$ cat src/vss_pkg.sv
`timescale 1ns / 1ps
// ----------------------------------------------------------------------------
// vss_pkg - shared types and constants of the VFD scan serializer
// Store geometry, command format passed between front and back, anode
// bit map and the brightness to blanking index table.
// ----------------------------------------------------------------------------
package vss_pkg;

    localparam int CHARACTERS       = 40;
    localparam int COLUMNS_PER_CHAR = 5;
    localparam int STORE_DEPTH      = CHARACTERS * COLUMNS_PER_CHAR;

    localparam int ADDR_W   = 8;
    localparam int ROW_W    = 7;
    localparam int BAR_W    = 20;
    localparam int POS_W    = 6;
    localparam int SHIFT_W  = 40;
    localparam int BLANK_W  = 7;
    localparam int BRIGHT_W = 3;
    localparam int COL_W    = 3;

    localparam int S_DATA_W = 40;
    localparam int M_DATA_W = 96;

    localparam int QUEUE_DEPTH = 4;
    localparam int QPTR_W      = $clog2(QUEUE_DEPTH);

    localparam int GRID_BITS  = 20;
    localparam int ANODE_BITS = 39;

    // Input item kinds as carried on tuser
    typedef enum logic [1:0] {
        MODE_TICK   = 2'd0,
        MODE_COLUMN = 2'd1,
        MODE_BAR    = 2'd2,
        MODE_UNUSED = 2'd3
    } mode_t;

    // Commands that survive classification
    typedef enum logic [1:0] {
        OP_TICK,
        OP_COLUMN,
        OP_BAR
    } op_t;

    typedef struct packed {
        op_t               op;
        logic [ADDR_W-1:0] addr;
        logic [BAR_W-1:0]  data;   // column byte in the low bits, or bar word
    } cmd_t;

    // Anode map for shift indices 20..58: {column, row}, dummy marks a spare pair
    localparam logic [5:0] ANODE_DUMMY = 6'o77;
    localparam logic [5:0] ANODE_MAP [ANODE_BITS] = '{
        6'o23, 6'o33, 6'o43, 6'o04, 6'o14, 6'o24, 6'o34,
        6'o44, 6'o05, 6'o15, 6'o25,
        6'o46, 6'o36, 6'o26, 6'o16, 6'o06,
        6'o77, 6'o77,
        6'o35, 6'o45,
        6'o77, 6'o77,
        6'o02, 6'o12, 6'o22, 6'o32, 6'o42, 6'o03, 6'o13,
        6'o41, 6'o31, 6'o21, 6'o11, 6'o01,
        6'o40, 6'o30, 6'o20, 6'o10, 6'o00
    };

    localparam logic [BLANK_W-1:0] BLANK_NEVER = 7'd80;

    // Shift index at which the clear line drops
    function automatic logic [BLANK_W-1:0] blank_index(input logic [BRIGHT_W-1:0] level);
        logic [BLANK_W-1:0] idx;
        unique case (level)
            3'd0, 3'd1: idx = 7'd0;
            3'd2:       idx = 7'd20;
            3'd3:       idx = 7'd38;
            3'd4:       idx = 7'd59;
            default:    idx = BLANK_NEVER;
        endcase
        return idx;
    endfunction

endpackage

$ cat src/vfd_scan_serializer.sv
`timescale 1ns / 1ps
// A scan tick goes through the command queue and the back end states ST_READ
// (five column reads through the single read port of the store), ST_DRAIN and
// ST_FORM; writes are applied in ST_IDLE, and no item is popped until a tick is done.
// Reset: synchronous, active low; the store reads as zero through per-entry
// valid bits, so no clearing pass is needed and items are taken right away.
// ----------------------------------------------------------------------------
// vfd_scan_serializer - multiplexed VFD refresh pattern generator
// APB brightness register, input classification, command queue and the
// scan back end producing one 80-bit shift pattern per tick.
// ----------------------------------------------------------------------------
module vfd_scan_serializer
    import vss_pkg::*;
(
    input  logic                aclk,
    input  logic                aresetn,
    // configuration
    input  logic                psel,
    input  logic                penable,
    input  logic                pwrite,
    input  logic [2:0]          paddr,
    input  logic [31:0]         pwdata,
    output logic [31:0]         prdata,
    output logic                pready,
    // input stream
    input  logic                s_tvalid,
    output logic                s_tready,
    input  logic [S_DATA_W-1:0] s_tdata,   // column_address, column_pixels, bar_bits
    input  logic [1:0]          s_tuser,   // mode
    // result stream
    output logic                m_tvalid,
    input  logic                m_tready,
    output logic [M_DATA_W-1:0] m_tdata    // scanned_position, first_shift_bits,
                                           // second_shift_bits, blank_from
);

    logic [BRIGHT_W-1:0] brightness_reg;
    logic                q_push;
    logic                q_pop;
    logic                q_full;
    logic                q_empty;
    cmd_t                q_cmd;
    cmd_t                q_head;
    logic [POS_W-1:0]    out_position;
    logic [SHIFT_W-1:0]  out_first;
    logic [SHIFT_W-1:0]  out_second;
    logic [BLANK_W-1:0]  out_blank;

    // Configuration register
    assign pready = 1'b1;
    assign prdata = paddr[2] ? 32'd0 : 32'(brightness_reg);

    always_ff @(posedge aclk) begin
        if (!aresetn) begin
            brightness_reg <= BRIGHT_W'(5);
        end else if (psel && penable && pwrite && pready && !paddr[2]) begin
            brightness_reg <= pwdata[BRIGHT_W-1:0];
        end
    end

    vss_front u_front (
        .s_tvalid (s_tvalid),
        .s_tready (s_tready),
        .s_tdata  (s_tdata),
        .s_tuser  (s_tuser),
        .q_full   (q_full),
        .q_push   (q_push),
        .q_cmd    (q_cmd)
    );

    vss_queue u_queue (
        .aclk     (aclk),
        .aresetn  (aresetn),
        .push     (q_push),
        .push_cmd (q_cmd),
        .pop      (q_pop),
        .head     (q_head),
        .full     (q_full),
        .empty    (q_empty)
    );

    vss_back u_back (
        .aclk         (aclk),
        .aresetn      (aresetn),
        .q_head       (q_head),
        .q_empty      (q_empty),
        .q_pop        (q_pop),
        .brightness   (brightness_reg),
        .m_tvalid     (m_tvalid),
        .m_tready     (m_tready),
        .out_position (out_position),
        .out_first    (out_first),
        .out_second   (out_second),
        .out_blank    (out_blank)
    );

    // Result packing, first field lowest
    assign m_tdata = {3'b000, out_blank, out_second, out_first, out_position};

endmodule

$ cat src/vss_front.sv
`timescale 1ns / 1ps
// ----------------------------------------------------------------------------
// vss_front - input side of the scan serializer
// Accepts input transfers, decodes the item kind, drops unused modes and
// out-of-range column writes, and pushes the rest into the command queue.
// ----------------------------------------------------------------------------
module vss_front
    import vss_pkg::*;
(
    input  logic                s_tvalid,
    output logic                s_tready,
    input  logic [S_DATA_W-1:0] s_tdata,   // column_address, column_pixels, bar_bits
    input  logic [1:0]          s_tuser,   // mode
    input  logic                q_full,
    output logic                q_push,
    output cmd_t                q_cmd
);

    logic              accept;
    logic [ADDR_W-1:0] addr;
    logic [ROW_W-1:0]  pixels;
    logic [BAR_W-1:0]  bar;

    assign s_tready = !q_full;
    assign accept   = s_tvalid && s_tready;

    // Field unpacking
    assign addr   = s_tdata[ADDR_W-1:0];
    assign pixels = s_tdata[ADDR_W +: ROW_W];
    assign bar    = s_tdata[ADDR_W+ROW_W +: BAR_W];

    // Classification
    always_comb begin
        q_push     = 1'b0;
        q_cmd.op   = OP_TICK;
        q_cmd.addr = addr;
        q_cmd.data = BAR_W'(pixels);
        unique case (mode_t'(s_tuser))
            MODE_TICK: begin
                q_push = accept;
            end
            MODE_COLUMN: begin
                q_cmd.op = OP_COLUMN;
                q_push   = accept && (addr < ADDR_W'(STORE_DEPTH));
            end
            MODE_BAR: begin
                q_cmd.op   = OP_BAR;
                q_cmd.data = bar;
                q_push     = accept;
            end
            MODE_UNUSED: begin
                q_push = 1'b0;
            end
        endcase
    end

endmodule

$ cat src/vss_queue.sv
`timescale 1ns / 1ps
// ----------------------------------------------------------------------------
// vss_queue - command queue between front and back
// Small register FIFO; lets the input side keep taking items while the
// back end scans a position.
// ----------------------------------------------------------------------------
module vss_queue
    import vss_pkg::*;
(
    input  logic aclk,
    input  logic aresetn,
    input  logic push,
    input  cmd_t push_cmd,
    input  logic pop,
    output cmd_t head,
    output logic full,
    output logic empty
);

    cmd_t              entry_reg [QUEUE_DEPTH];
    logic [QPTR_W-1:0] wr_ptr_reg;
    logic [QPTR_W-1:0] rd_ptr_reg;
    logic [QPTR_W:0]   count_reg;

    assign full  = (count_reg == (QPTR_W+1)'(QUEUE_DEPTH));
    assign empty = (count_reg == '0);
    assign head  = entry_reg[rd_ptr_reg];

    // Storage
    always_ff @(posedge aclk) begin
        if (push) begin
            entry_reg[wr_ptr_reg] <= push_cmd;
        end
    end

    // Pointers and fill level
    always_ff @(posedge aclk) begin
        if (!aresetn) begin
            wr_ptr_reg <= '0;
            rd_ptr_reg <= '0;
            count_reg  <= '0;
        end else begin
            if (push) begin
                wr_ptr_reg <= wr_ptr_reg + 1'b1;
            end
            if (pop) begin
                rd_ptr_reg <= rd_ptr_reg + 1'b1;
            end
            priority if (push && !pop) begin
                count_reg <= count_reg + 1'b1;
            end else if (pop && !push) begin
                count_reg <= count_reg - 1'b1;
            end else begin
                count_reg <= count_reg;
            end
        end
    end

endmodule

$ cat src/vss_back.sv
`timescale 1ns / 1ps
// ----------------------------------------------------------------------------
// vss_back - execution side of the scan serializer
// Applies column and bar writes, and for a scan tick reads the five column
// bytes of the character, builds the 80-bit shift pattern and holds it in
// the output register.
// ----------------------------------------------------------------------------
module vss_back
    import vss_pkg::*;
(
    input  logic                 aclk,
    input  logic                 aresetn,
    input  cmd_t                 q_head,
    input  logic                 q_empty,
    output logic                 q_pop,
    input  logic [BRIGHT_W-1:0]  brightness,
    output logic                 m_tvalid,
    input  logic                 m_tready,
    output logic [POS_W-1:0]     out_position,
    output logic [SHIFT_W-1:0]   out_first,
    output logic [SHIFT_W-1:0]   out_second,
    output logic [BLANK_W-1:0]   out_blank
);

    typedef enum logic [1:0] {
        ST_IDLE,
        ST_READ,
        ST_DRAIN,
        ST_FORM
    } state_t;

    state_t             state_reg;
    logic [COL_W-1:0]   cnt_reg;
    logic [ADDR_W-1:0]  base_reg;
    logic [POS_W-1:0]   scan_pos_reg;
    logic [BAR_W-1:0]   bar_reg;
    logic               m_tvalid_reg;
    logic [POS_W-1:0]   pos_out_reg;
    logic [SHIFT_W-1:0] first_out_reg;
    logic [SHIFT_W-1:0] second_out_reg;
    logic [BLANK_W-1:0] blank_out_reg;

    // Pixel memory with per-entry valid bits (unwritten entries read zero)
    logic [ROW_W-1:0]   mem [STORE_DEPTH];
    logic               valid_reg [STORE_DEPTH];
    logic [ROW_W-1:0]   rd_data_reg;
    logic               rd_vld_reg;
    logic               cap_en_reg;
    logic [COL_W-1:0]   cap_idx_reg;
    logic [ROW_W-1:0]   col_reg [COLUMNS_PER_CHAR];

    logic               mem_we;
    logic [ADDR_W-1:0]  rd_addr;
    logic               rd_en;
    logic               out_free;
    logic               out_load;
    logic [POS_W-1:0]   q;
    logic [SHIFT_W-1:0] first_w;
    logic [SHIFT_W-1:0] second_w;
    logic               bar_bit;

    assign q_pop    = (state_reg == ST_IDLE) && !q_empty;
    assign mem_we   = q_pop && (q_head.op == OP_COLUMN);
    assign rd_en    = (state_reg == ST_READ);
    assign rd_addr  = base_reg + ADDR_W'(cnt_reg);
    assign out_free = !m_tvalid_reg || m_tready;
    assign out_load = (state_reg == ST_FORM) && out_free;

    // Memory write and registered read
    always_ff @(posedge aclk) begin
        if (mem_we) begin
            mem[q_head.addr] <= q_head.data[ROW_W-1:0];
        end
        if (rd_en) begin
            rd_data_reg <= mem[rd_addr];
        end
    end

    // Valid bits and read capture control
    always_ff @(posedge aclk) begin
        if (!aresetn) begin
            for (int i = 0; i < STORE_DEPTH; i++) begin
                valid_reg[i] <= 1'b0;
            end
            rd_vld_reg  <= 1'b0;
            cap_en_reg  <= 1'b0;
            cap_idx_reg <= '0;
        end else begin
            if (mem_we) begin
                valid_reg[q_head.addr] <= 1'b1;
            end
            if (rd_en) begin
                rd_vld_reg <= valid_reg[rd_addr];
            end
            cap_en_reg  <= rd_en;
            cap_idx_reg <= cnt_reg;
        end
    end

    // Column bytes of the character being scanned
    always_ff @(posedge aclk) begin
        if (cap_en_reg) begin
            col_reg[cap_idx_reg] <= rd_vld_reg ? rd_data_reg : '0;
        end
    end

    // Grid position remap
    always_comb begin
        priority if (scan_pos_reg >= POS_W'(10) && scan_pos_reg <= POS_W'(19)) begin
            q = scan_pos_reg + POS_W'(20);
        end else if (scan_pos_reg >= POS_W'(20)) begin
            q = scan_pos_reg - POS_W'(10);
        end else begin
            q = scan_pos_reg;
        end
    end

    // Shift pattern
    always_comb begin
        first_w  = '0;
        second_w = '0;
        bar_bit  = 1'b0;
        // lower grid, g7..g1 then g8..g20
        priority if (q < POS_W'(7)) begin
            first_w = SHIFT_W'(1) << (POS_W'(6) - q);
        end else if (q < POS_W'(GRID_BITS)) begin
            first_w = SHIFT_W'(1) << q;
        end else if (q < POS_W'(33)) begin
            // upper grid g21..g33 lands at second bit 20+(q-20)
            second_w = SHIFT_W'(1) << q;
        end else begin
            // upper grid g40..g34 lands at second bit 72-q
            second_w = SHIFT_W'(1) << (7'd72 - {1'b0, q});
        end
        // anode pixels
        for (int i = 0; i < ANODE_BITS; i++) begin
            if (ANODE_MAP[i] != ANODE_DUMMY) begin
                if (i + GRID_BITS < SHIFT_W) begin
                    first_w[i+GRID_BITS] = col_reg[ANODE_MAP[i][5:3]][ANODE_MAP[i][2:0]];
                end else begin
                    second_w[i+GRID_BITS-SHIFT_W] =
                        col_reg[ANODE_MAP[i][5:3]][ANODE_MAP[i][2:0]];
                end
            end
        end
        // upper bar
        priority if (q < POS_W'(10)) begin
            bar_bit = bar_reg[q[4:0]];
        end else if (q >= POS_W'(30) && q < POS_W'(CHARACTERS)) begin
            bar_bit = bar_reg[5'(q - POS_W'(20))];
        end else begin
            bar_bit = 1'b0;
        end
        second_w[19] = bar_bit;
    end

    // Sequencer, scan state and output register
    always_ff @(posedge aclk) begin
        if (!aresetn) begin
            state_reg    <= ST_IDLE;
            cnt_reg      <= '0;
            scan_pos_reg <= '0;
            bar_reg      <= '0;
            m_tvalid_reg <= 1'b0;
        end else begin
            if (out_load) begin
                m_tvalid_reg <= 1'b1;
            end else if (m_tready) begin
                m_tvalid_reg <= 1'b0;
            end
            unique case (state_reg)
                ST_IDLE: begin
                    if (q_pop) begin
                        unique case (q_head.op)
                            OP_TICK: begin
                                base_reg  <= (ADDR_W'(scan_pos_reg) << 2)
                                             + ADDR_W'(scan_pos_reg);
                                cnt_reg   <= '0;
                                state_reg <= ST_READ;
                            end
                            OP_BAR: begin
                                bar_reg <= q_head.data;
                            end
                            default: begin
                                // column write handled by the memory port
                            end
                        endcase
                    end
                end
                ST_READ: begin
                    if (cnt_reg == COL_W'(COLUMNS_PER_CHAR - 1)) begin
                        state_reg <= ST_DRAIN;
                    end else begin
                        cnt_reg <= cnt_reg + 1'b1;
                    end
                end
                ST_DRAIN: begin
                    state_reg <= ST_FORM;
                end
                ST_FORM: begin
                    if (out_free) begin
                        pos_out_reg    <= scan_pos_reg;
                        first_out_reg  <= first_w;
                        second_out_reg <= second_w;
                        blank_out_reg  <= blank_index(brightness);
                        scan_pos_reg   <= (scan_pos_reg >= POS_W'(CHARACTERS - 1))
                                          ? '0 : scan_pos_reg + 1'b1;
                        state_reg      <= ST_IDLE;
                    end
                end
            endcase
        end
    end

    assign m_tvalid     = m_tvalid_reg;
    assign out_position = pos_out_reg;
    assign out_first    = first_out_reg;
    assign out_second   = second_out_reg;
    assign out_blank    = blank_out_reg;

`ifndef SYNTH
    a_cnt_range: assert property (@(posedge aclk) disable iff (!aresetn)
        state_reg == ST_READ |-> cnt_reg < COL_W'(COLUMNS_PER_CHAR))
        else $error("column counter out of range");

    a_pos_range: assert property (@(posedge aclk) disable iff (!aresetn)
        scan_pos_reg < POS_W'(CHARACTERS))
        else $error("scan position out of range");

    a_grid_onehot: assert property (@(posedge aclk) disable iff (!aresetn)
        m_tvalid_reg |->
            ($countones(first_out_reg[GRID_BITS-1:0])
             + $countones(second_out_reg[SHIFT_W-1:GRID_BITS])) == 1)
        else $error("grid pattern not one-hot");

    a_blank_code: assert property (@(posedge aclk) disable iff (!aresetn)
        m_tvalid_reg |-> (blank_out_reg == 7'd0 || blank_out_reg == 7'd20
                          || blank_out_reg == 7'd38 || blank_out_reg == 7'd59
                          || blank_out_reg == BLANK_NEVER))
        else $error("blanking index not a legal level");

    a_write_idle: assert property (@(posedge aclk) disable iff (!aresetn)
        mem_we |-> state_reg == ST_IDLE && q_head.addr < ADDR_W'(STORE_DEPTH))
        else $error("pixel write outside idle or store range");
`endif

endmodule
$ cat config.mk
export PLATFORM = sky130hd
export DESIGN_NAME = vfd_scan_serializer
export DESIGN_NICKNAME = d
export VERILOG_FILES = /design/src/vss_pkg.sv /design/src/vfd_scan_serializer.sv /design/src/vss_front.sv /design/src/vss_queue.sv /design/src/vss_back.sv
export SDC_FILE = /design/constraint.sdc
export NUM_CORES = 2
export LEC_CHECK = 0
export BUFFER_PORTS_ARGS = -buffer_cell sky130_fd_sc_hd__buf_2
export CELL_PAD_IN_SITES_DETAIL_PLACEMENT = 0
export CELL_PAD_IN_SITES_GLOBAL_PLACEMENT = 1
export CORE_ASPECT_RATIO = 0.9
export CORE_MARGIN = 2
export CORE_UTILIZATION = 54
export CTS_CLUSTER_SIZE = 28
export DETAILED_ROUTE_END_ITERATION = 7
export PLACE_DENSITY_LB_ADDON = 0.1
export SLEW_MARGIN = 20
export SYNTH_ARGS = -nofsm -noshare
export SYNTH_HDL_FRONTEND = slang
export SYNTH_SLANG_ARGS = --single-unit
$ cat constraint.sdc
create_clock -name aclk -period 4.45 [get_ports aclk]
set_input_delay 0.89 -clock aclk [delete_from_list [all_inputs] [get_ports aclk]]
set_output_delay 0.89 -clock aclk [all_outputs]
set_load 0.02 [all_outputs]
==> out/results.tsv <==
stage	metric	value	unit
synthesis	EDFF count, synth	1661	
routing	count of nets left with antenna violations after detail routing	0	
timing	portion of the clock cycle consumed by the worst path in the final layout	93.5	%
cts	clock buffer depth	3	
cts	deepest level of the CTS H-tree	4	
worst_hold_path	Hold Path Cell Cnt	1	
critical_path	kind of critical path	reg -> reg	
placed_design	routability cong.	0.803	
status	result of the run	completed	
floorplan	number of primary I/O pins	215	
grt	global routing usage summed across all routing layers	24.5	%
floorplan	number of placement rows	131	
finish	number of fill cells	10000	
synthesis	Synth Instances	3910	
placed_design	post-place setup slack	330	ps
timing	maximum clock skew at final layout	39.2	ps
timing	maximum operating frequency	240	MHz
cts	root buffer selected by CTS	sky130_fd_sc_hd__clkbuf_16	
critical_path	Critical Path Source Type	flop	
grt	antenna violations before repair	6	
cts	buffers inserted by post-CTS timing repair	0	
timing	Hold Vio Cnt, Final	0	
critical_path	Worst Reg2Reg Path Length in Cells	10	
finish	layout cells sized above 1	29.4	%
routing	via count	38000	
synthesis	Synth cell types	70	
job	Max-cap violations	0	
finish	commonest cells after routing, fill and taps aside	1661 x sky130_fd_sc_hd__edfxtp_1, 543 x sky130_fd_sc_hd__mux4_2, 304 x sky130_fd_sc_hd__dfxtp_1, 272 x sky130_fd_sc_hd__buf_4, 252 x sky130_fd_sc_hd__nor2_1	
grt	largest net degree at the start of global routing	202	
timing	number of pins with negative max-slew slack in the final report	0	
timing	Worst Slack Setup Final	291	ps
routing	DRC Markers	0	
timing	slew margin rel.	24.4	%
routing	Total Routed Length	175000	um
synthesis	Yosys reg bits	1966	
grt	number of global-route vias before repair	38100	
finish	growth of design area from synthesis to finish	14.4	%
critical_path	crit path capture type	flop	
floorplan	effective utilization at floorplan	54.2	%
placed_design	DP Cell Count	5991	
routing	via/cell ratio	5.97	
finish	non-filler instance count after layout	6356	
grt	GRT Residual Overflow	0	
cts	TritonCTS clock tree	done	
floorplan	Die Span X	401	um
timing	Finish-stage setup viols	0	
placed_design	detailed placement HPWL	109000	um
synthesis	prevailing post-synth register cell	sky130_fd_sc_hd__edfxtp_1	
critical_path	Worst Path Required	5000	ps
placed_design	count of port buffers added during placement	145	
cts	number of gates resized after CTS	0	
timing	RSZ-0062 raised after global routing	no	
cts	sinks on the clock net	1966	
pwr	power per cell area	547	nW/um^2
timing	TNS Setup	0	ps
floorplan	die footprint	145000	um^2
cts	CTS Hold Buffers Added	0	
synthesis	synthesized area	76500	um^2
worst_hold_path	worst min-delay path category	in -> reg	
routing	iteration count of the initial detailed-routing pass	5	
synthesis	sequential share of the synthesized area	73.2	%
cts	number of buffers added by the clock tree synthesis step	191	
finish	Largest register FFs	1400	
critical_path	crit path DAT	4700	ps
finish	leading cell type in the layout, fill and taps excluded	sky130_fd_sc_hd__edfxtp_1	
pwr	total leakage power	0.0285	uW
synthesis	synth warn	0	
timing	clock period minus worst slack	4160	ps
synthesis	proportion of register bits with asynchronous set or reset after synthesis	0	%
cts	worst-skew pair later-pin latency	820	ps
cts	clock input transition at the sequential cells of the worst setup and hold paths	60	ps
synthesis	synthesized area divided by synthesized cell count	19.6	um^2
floorplan	vertical extent of the die	361	um
pwr	maximum vdd ir drop	0.000430	V
timing	transition at the pin with the smallest max-transition slack	1130	ps
routing	1st-iter DRT viols	3429	
grt	global-route wire length before repair	260000	um
routing	routed wirelength normalized by instance count	27.6	um
finish	count of antenna diodes in the layout	0	
critical_path	maximum fanout count along the critical path	38	
floorplan	CORE AREA	141000	um^2
finish	final net count	4440	
[worst paths after layout]
path	startpoint	to	slack, ps
max	u_back.base_reg[0]$_DFFE_PP_	u_back.rd_data_reg[0]$_DFFE_PP_	290
min	s_tdata[0]	u_queue.entry_reg[2][20]$_DFFE_PP_	310
max reg2reg	u_back.base_reg[0]$_DFFE_PP_	u_back.rd_data_reg[0]$_DFFE_PP_	290
min reg2reg	u_back.col_reg[2][0]$_DFFE_PP_	m_tdata[62]$_DFFE_PP_	420
[stage by stage]
stage / total power [uW] / instance area, um^2 / hold slack (ps) / utilization (%)
2_1_floorplan: 28900 / 76700 / 400 / -
3_3_place_gp: 32500 / 81300 / 401 / 57.6
3_5_place_dp: 32800 / 81300 / 405 / 57.6
4_1_cts: 48300 / 87500 / 243 / 62.0
5_1_grt: 49600 / 87500 / 261 / 62.0
6_report: 47900 / 87500 / 311 / 62.0
[routing by layer]
layer  up-vias  track usage, %  routed length [um]
met1     19900            36.5               76300
met5         -               0                  13
met3       213            3.81               11000
li1      16600               -                   -
met2      1246            39.0               84900
met4         2            5.41                3150
[power breakdown]
part	leakage [uW]	switching, uW	internal [uW]	total, uW
logic	0.00804	6080	3970	10100
clock network	0.00300	6750	8900	15700
registers	0.0174	162	22000	22100
[cells by family after synthesis]
logic type,Yosys count,share of synthesized area [%]
compound gates,403,3.84
fa+ha+maj,32,0.553
buf+inv,292,1.75
flops,1966,73.2
other cells,2,0.00981
mux,603,16.9
xor+xnor,25,0.286
simple gates,587,3.48
[Yosys cell counts, types with 16 or more instances]
master                     count  area [um^2]
sky130_fd_sc_hd__and2_1       40          250
sky130_fd_sc_hd__clkbuf_1    142          533
sky130_fd_sc_hd__mux2i_1      43          430
sky130_fd_sc_hd__o21ai_0      31          155
sky130_fd_sc_hd__o21a_1      203         1520
sky130_fd_sc_hd__xnor2_1      18          158
sky130_fd_sc_hd__or3_1        21          131
sky130_fd_sc_hd__nand2_1     133          499
sky130_fd_sc_hd__nand3_1      28          140
sky130_fd_sc_hd__buf_4        39          293
sky130_fd_sc_hd__mux4_2      550        12400
sky130_fd_sc_hd__buf_2        79          395
sky130_fd_sc_hd__dfxtp_1     305         6110
sky130_fd_sc_hd__o21bai_1     57          428
sky130_fd_sc_hd__ha_1         29          363
sky130_fd_sc_hd__edfxtp_1   1661        49900
sky130_fd_sc_hd__nor2_1      252          946
sky130_fd_sc_hd__a21boi_0     24          180
sky130_fd_sc_hd__nor3_1       30          150
sky130_fd_sc_hd__nor2b_1      24          150
sky130_fd_sc_hd__inv_1        24         90.1
sky130_fd_sc_hd__a21oi_1      16         80.1
[final cells by class]
cell class	instances	area (um^2)	area share [%]
flip-flops and latches	1966	56000	64.0
multi-input cells	1687	19500	22.2
clock buffers	277	5470	6.25
repair buffers	454	3530	4.03
well taps	1862	2330	2.66
clock inverters	86	657	0.750
inverters	24	90.1	0.103
[worst max-delay path: stages, from the launching register on]
cell	delay, ps
sky130_fd_sc_hd__edfxtp_1	410
sky130_fd_sc_hd__ha_4	190
sky130_fd_sc_hd__fa_4	820
sky130_fd_sc_hd__buf_12	190
sky130_fd_sc_hd__buf_12	240
sky130_fd_sc_hd__mux4_2	380
sky130_fd_sc_hd__mux4_2	540
sky130_fd_sc_hd__mux4_2	550
sky130_fd_sc_hd__o22ai_1	240
sky130_fd_sc_hd__buf_4	190
sky130_fd_sc_hd__nor2_1	50
Note: power is estimated with default switching activity, not from simulation.
